==> src/hdl/gos_pkg.sv <==
// Shared types and constants of the gradient optimizer step core.
package gos_pkg;

  localparam int STATE_DEPTH = 4096;
  localparam int ADDR_W      = $clog2(STATE_DEPTH);
  localparam int DATA_W      = 32;
  localparam int IDX_W       = 12;

  typedef logic [1:0] mode_t;
  localparam mode_t MODE_SGD  = 2'd0;
  localparam mode_t MODE_MOM  = 2'd1;
  localparam mode_t MODE_RMS  = 2'd2;
  localparam mode_t MODE_ADAM = 2'd3;

  localparam logic [2:0] REG_MODE = 3'd0;
  localparam logic [2:0] REG_LR   = 3'd1;
  localparam logic [2:0] REG_B1   = 3'd2;
  localparam logic [2:0] REG_B2   = 3'd3;
  localparam logic [2:0] REG_EPS  = 3'd4;

  localparam mode_t       RST_MODE = MODE_ADAM;
  localparam logic [23:0] RST_LR   = 24'd167772;
  localparam logic [23:0] RST_B1   = 24'd15099494;
  localparam logic [23:0] RST_B2   = 24'd16760439;
  localparam logic [28:0] RST_EPS  = 29'd429;

  typedef struct packed {
    logic [IDX_W-1:0]         param_index;
    logic signed [DATA_W-1:0] param_value;
    logic signed [DATA_W-1:0] gradient;
  } in_item_t;

  typedef struct packed {
    logic signed [DATA_W-1:0] new_param;
    logic                     flagged;
  } out_item_t;

  typedef struct packed {
    logic [ADDR_W-1:0]        idx;
    logic signed [DATA_W-1:0] p;
    logic signed [DATA_W-1:0] g;
    logic                     use_first;
    logic                     use_second;
  } cmd_t;

  typedef struct packed {
    mode_t       mode;
    logic [23:0] lr;
    logic [23:0] b1;
    logic [23:0] b2;
    logic [28:0] eps;
  } cfg_t;

endpackage

==> src/hdl/gos_front.sv <==
// Input queue that accepts items and classifies them by update rule.
module gos_front (
  input  logic              clk,
  input  logic              rst_n,
  input  logic              push,
  output logic              full,
  input  gos_pkg::in_item_t in_item,
  input  gos_pkg::mode_t    cfg_mode,
  output logic              cmd_valid_o,
  input  logic              cmd_ready_i,
  output gos_pkg::cmd_t     cmd_o
);

  gos_pkg::cmd_t q_r [2];
  logic          wp_r;
  logic          rp_r;
  logic [1:0]    cnt_r;
  logic          do_push;
  logic          do_pop;
  gos_pkg::cmd_t cls;

  always_comb begin
    cls.idx        = in_item.param_index[gos_pkg::ADDR_W-1:0];
    cls.p          = in_item.param_value;
    cls.g          = in_item.gradient;
    cls.use_first  = (cfg_mode == gos_pkg::MODE_MOM) || (cfg_mode == gos_pkg::MODE_ADAM);
    cls.use_second = (cfg_mode == gos_pkg::MODE_RMS) || (cfg_mode == gos_pkg::MODE_ADAM);
  end

  assign full        = (cnt_r == 2'd2);
  assign cmd_valid_o = (cnt_r != 2'd0);
  assign cmd_o       = q_r[rp_r];
  assign do_push     = push && !full;
  assign do_pop      = cmd_valid_o && cmd_ready_i;

  always_ff @(posedge clk) begin
    if (do_push) begin
      q_r[wp_r] <= cls;
    end
  end

  always_ff @(posedge clk) begin
    if (!rst_n) begin
      wp_r  <= 1'b0;
      rp_r  <= 1'b0;
      cnt_r <= 2'd0;
    end else begin
      if (do_push) begin
        wp_r <= !wp_r;
      end
      if (do_pop) begin
        rp_r <= !rp_r;
      end
      cnt_r <= cnt_r + 2'(do_push) - 2'(do_pop);
    end
  end

endmodule

==> config.mk <==
export PLATFORM = sky130hd
export DESIGN_NAME = gos_front
export DESIGN_NICKNAME = d
export VERILOG_FILES = /design/src/hdl/gos_pkg.sv /design/src/hdl/gos_front.sv
export SDC_FILE = /design/constraint.sdc
export NUM_CORES = 1
export LEC_CHECK = 0
export BUFFER_PORTS_ARGS = -buffer_cell sky130_fd_sc_hd__buf_2
export CORE_MARGIN = 2
export CORE_UTILIZATION = 45
export CTS_CLUSTER_SIZE = 16
export DETAILED_ROUTE_END_ITERATION = 8
export GPL_TIMING_DRIVEN = 0
export PLACE_DENSITY = 0.67
export SYNTH_ARGS = -nofsm -noshare
export SYNTH_HDL_FRONTEND = slang
export SYNTH_SLANG_ARGS = --single-unit
==> constraint.sdc <==
create_clock -name clk -period 8.2 [get_ports clk]
set_input_delay 1.64 -clock clk [delete_from_list [all_inputs] [get_ports clk]]
set_output_delay 1.64 -clock clk [all_outputs]
set_load 0.05 [all_outputs]
==> summary.md <==
| Metric | Value |
|---|---|
| Mean routed wirelength per cell | `15.8 µm` |
| Starting density of the core | `0.455` |
| Asr flop ratio synth | `0` |
| Worst hold path type | `reg -> reg` |
| Area overhead of the layout relative to synthesis | `27.3%` |
| Average footprint of a synthesized cell | `22.0 µm²` |
| Synth Area in Compound Gates | `0.00126` |
| Combined global-route utilization of all metal layers | `0.151` |
| Run status | `complete, no violations` |
| Inserted Clock Buffers | `17` |
| Sum of met3 wire segment lengths after detailed routing | `between 700 and 800 µm` |
| Routability-driven placement congestion ratio | `slightly below 0.7` |
| Proportion of layout cells with a drive suffix above 1 | `0.601` |
| Leading area contributor after synthesis | `sky130_fd_sc_hd__edfxtp_1` |
| Pre-CTS setup slack | `5050 ps` |
| Leading post-synthesis cells by instance count | `sky130_fd_sc_hd__edfxtp_1 (156), sky130_fd_sc_hd__mux2_2 (58), sky130_fd_sc_hd__mux2_4 (20)` |
| Arithmetic-cell share of the synthesized area counting full adders, half adders and majority gates | `0.00421` |
| Post-layout utilization of the core | `0.579` |
| Full die area | `14200 µm²` |
| Iteration-0 DRC count of the detailed router | `~140` |
| Register cell area after layout | `4780 µm²` |
| Clock Skew | `4.02 ps` |
| Vias after detailed routing | `3041` |
| Number of setup violations in the final report | `0` |
| Number of global-route vias before repair | `3189` |
| Data required time at the worst endpoint | `6560 ps` |
| WS Path Type | `reg -> out` |
| Final Max Slew Viols | `0` |
| Clock root buffer | `sky130_fd_sc_hd__clkbuf_16` |
| Count of unresolved DRC violations after routing | `0` |
| Cell row count | `42` |
| Clock period minus worst slack | `roughly 3400 ps` |
| Period utilization | `0.411` |
| Peak clock frequency supported by timing | `296 MHz` |
| Arrival time reported for the critical path endpoint | `1730 ps` |
| Net count of the mapped netlist | `355` |
| Unrepaired setup endpoints after global routing | `no` |
| Max layer used | `met4` |
| Transition time of the tightest slew-check pin | `757 ps` |
| Length of routed wiring on met1 | `4020 µm` |
| Ports | `162` |
| Startpoint type of the worst setup path | `register` |
| Most frequently used cell type in the post-synthesis netlist | `sky130_fd_sc_hd__edfxtp_1` |
| Placed wire-length estimate | `6870 µm` |
| Number of maximum-capacitance constraint violations | `0` |
| Synth warnings | `0` |
| Mapped Area | `5950 µm²` |
| I/O Buffers | `159` |
| Top_reg_cell synth | `sky130_fd_sc_hd__edfxtp_1` |
| Initial antenna violation count | `1` |
| Critical path peak fanout | `10` |
| Cells after synthesis | `roughly 270` |
| Chip height | `119 µm` |
| Hold-fix buffers at CTS | `0` |
| Top cells by area in the synthesized netlist | `sky130_fd_sc_hd__edfxtp_1 (79%), sky130_fd_sc_hd__mux2_2 (11%), sky130_fd_sc_hd__mux2_4 (5.0%), sky130_fd_sc_hd__dfxtp_1 (1.7%), sky130_fd_sc_hd__buf_6 (0.76%)` |
| CTS resizes | `0` |
| Overflow left after global routing | `0` |
| Per-cell via count in the routed design | `4.74` |
| Total leakage power | `2.89 nW` |
| Summed negative setup slack over all endpoints | `0 ps` |
| Number of buffers inserted by post-CTS setup repair | `0` |
| Largest net degree at the start of global routing | `42` |
| Detailed-router iteration count before antenna repair | `3` |
| Overall power after layout | `2.69 mW` |
| Detailed Route WL | `10100 µm` |
| Register area share after synthesis | `0.804` |
| Die width | `between 100 and 150 µm` |
| Area share of xor/xnor cells in the synthesized design | `0.00442` |
| Ratio of total power to cell area | `approximately 350 nW/µm²` |
| Kind of end point of the critical path | `output port` |
| Skew-Pair Late Insertion Delay | `just over 400 ps` |
| Multi-input gate area | `~1100 µm²` |
| Reg clk slew, reported paths | `60 ps` |
| Filler Cell Count | `1044` |
| First-pass GRT wire length | `15900 µm` |
| Count of different cell masters after synthesis | `19` |
| Dominant combinational cell family by area after synthesis | `multiplexers` |
| Num Clock Sinks | `161` |
| Simple-Gate Fraction of Synth Area | `0.00904` |
| Number of nets in the finished design | `536` |
| Fraction of post-synthesis cell area in the top cell type by area | `0.787` |
| Worst slew margin relative to its limit | `0.494` |
| Number of flops mapped to enable cells by yosys | `156` |
| Mux contribution to synthesized area | `0.162` |
| Worst vdd rail ir drop | `between 150 and 200 µV` |
| Routed wl met2 | `5150 µm` |
| Clock tree buffer depth | `2` |
| Area of the core | `about 13000 µm²` |
| Min setup slack post-route | `4830 ps` |
| FF+latch count, synth | `161` |
| Count of H-tree levels built during CTS | `4` |
| Count of nets left with antenna violations after detail routing | `0` |
| CTS tree | `done` |
| Endpoints failing hold | `0` |
==> final timing paths <==
check	startpoint	endpoint	slack, ps	cells past startpoint
setup / recovery	register	cmd_o[67]	4830	5
hold / removal	wp_r	wp_r	520	2
setup reg to reg	cnt_r[0]	q_r[0][73]	6280	4
hold reg to reg	wp_r	wp_r	520	2
==> flip-flops by register name, indices dropped and copies added, names as in the netlist, named ones only <==
register  count
q_r         156
wp_r          1
cnt_r         2
rp_r          1
==> report_power, final <==
| group | total, mW | internal, mW | switching [mW] |
|---|---|---|---|
| clock network | 0.699 | 0.410 | 0.289 |
| registers | 1.06 | 1.03 | 0.0270 |
| logic | 0.927 | 0.278 | 0.649 |
==> cell type report <==
class / count / area share
well taps: 176 / 0.0291
clock inverters: 12 / 0.0126
clock buffers: 19 / 0.0571
multi-input cells: 96 / 0.144
diodes: 1 / 0.000330
flip-flops and latches: 161 / 0.632
plain buffers: 11 / 0.0102
repair buffers: 162 / 0.114
inverters: 3 / 0.00149
==> cells in the final DEF (no fill, tap or decap), drive strengths merged <==
master,n
nor2,4
and3,1
clkinvlp,5
clkinv,6
xor2,1
bufinv,1
xnor2,2
nand2b,2
buf,171
mux2i,1
mux2,78
o21a,1
dfxtp,5
inv,3
edfxtp,156
ha,2
or2,1
diode,1
clkbuf,21
nand2,2
and2,1
==> stage by stage <==
step | instances | hold slack, ps | area [µm²]
detailed placement | 609 | 518 | 7050
finish | 641 | 524 | 7580
global placement | 606 | 463 | 6970
global route | 640 | 549 | 7570
CTS | 640 | 526 | 7570
floorplan | 271 | 455 | 5950
==> critical path: stages (launching register included) <==
cell                      delay, ps
sky130_fd_sc_hd__dfxtp_1        320
sky130_fd_sc_hd__buf_6          120
sky130_fd_sc_hd__buf_6          160
sky130_fd_sc_hd__buf_6          200
sky130_fd_sc_hd__mux2_4         310
sky130_fd_sc_hd__buf_2          210
==> routing by layer <==
metal,GRT usage,up-vias
li1,-,1419
met1,0.171,1499
met5,0,-
met2,0.248,109
met3,0.0608,14
met4,0.0737,0
==> kinds of logic (layout without fill, tap and decap cells) <==
group	Yosys count	count (layout)
DFF	161	161
adders and majority gates	2	2
other	0	1
xor gates and xnor gates	3	3
muxes	79	79
buffers and inverters	14	207
AOI/OAI and AO/OA	1	1
and+or+nand+nor	11	11
Power figures use the tool's default switching activity.
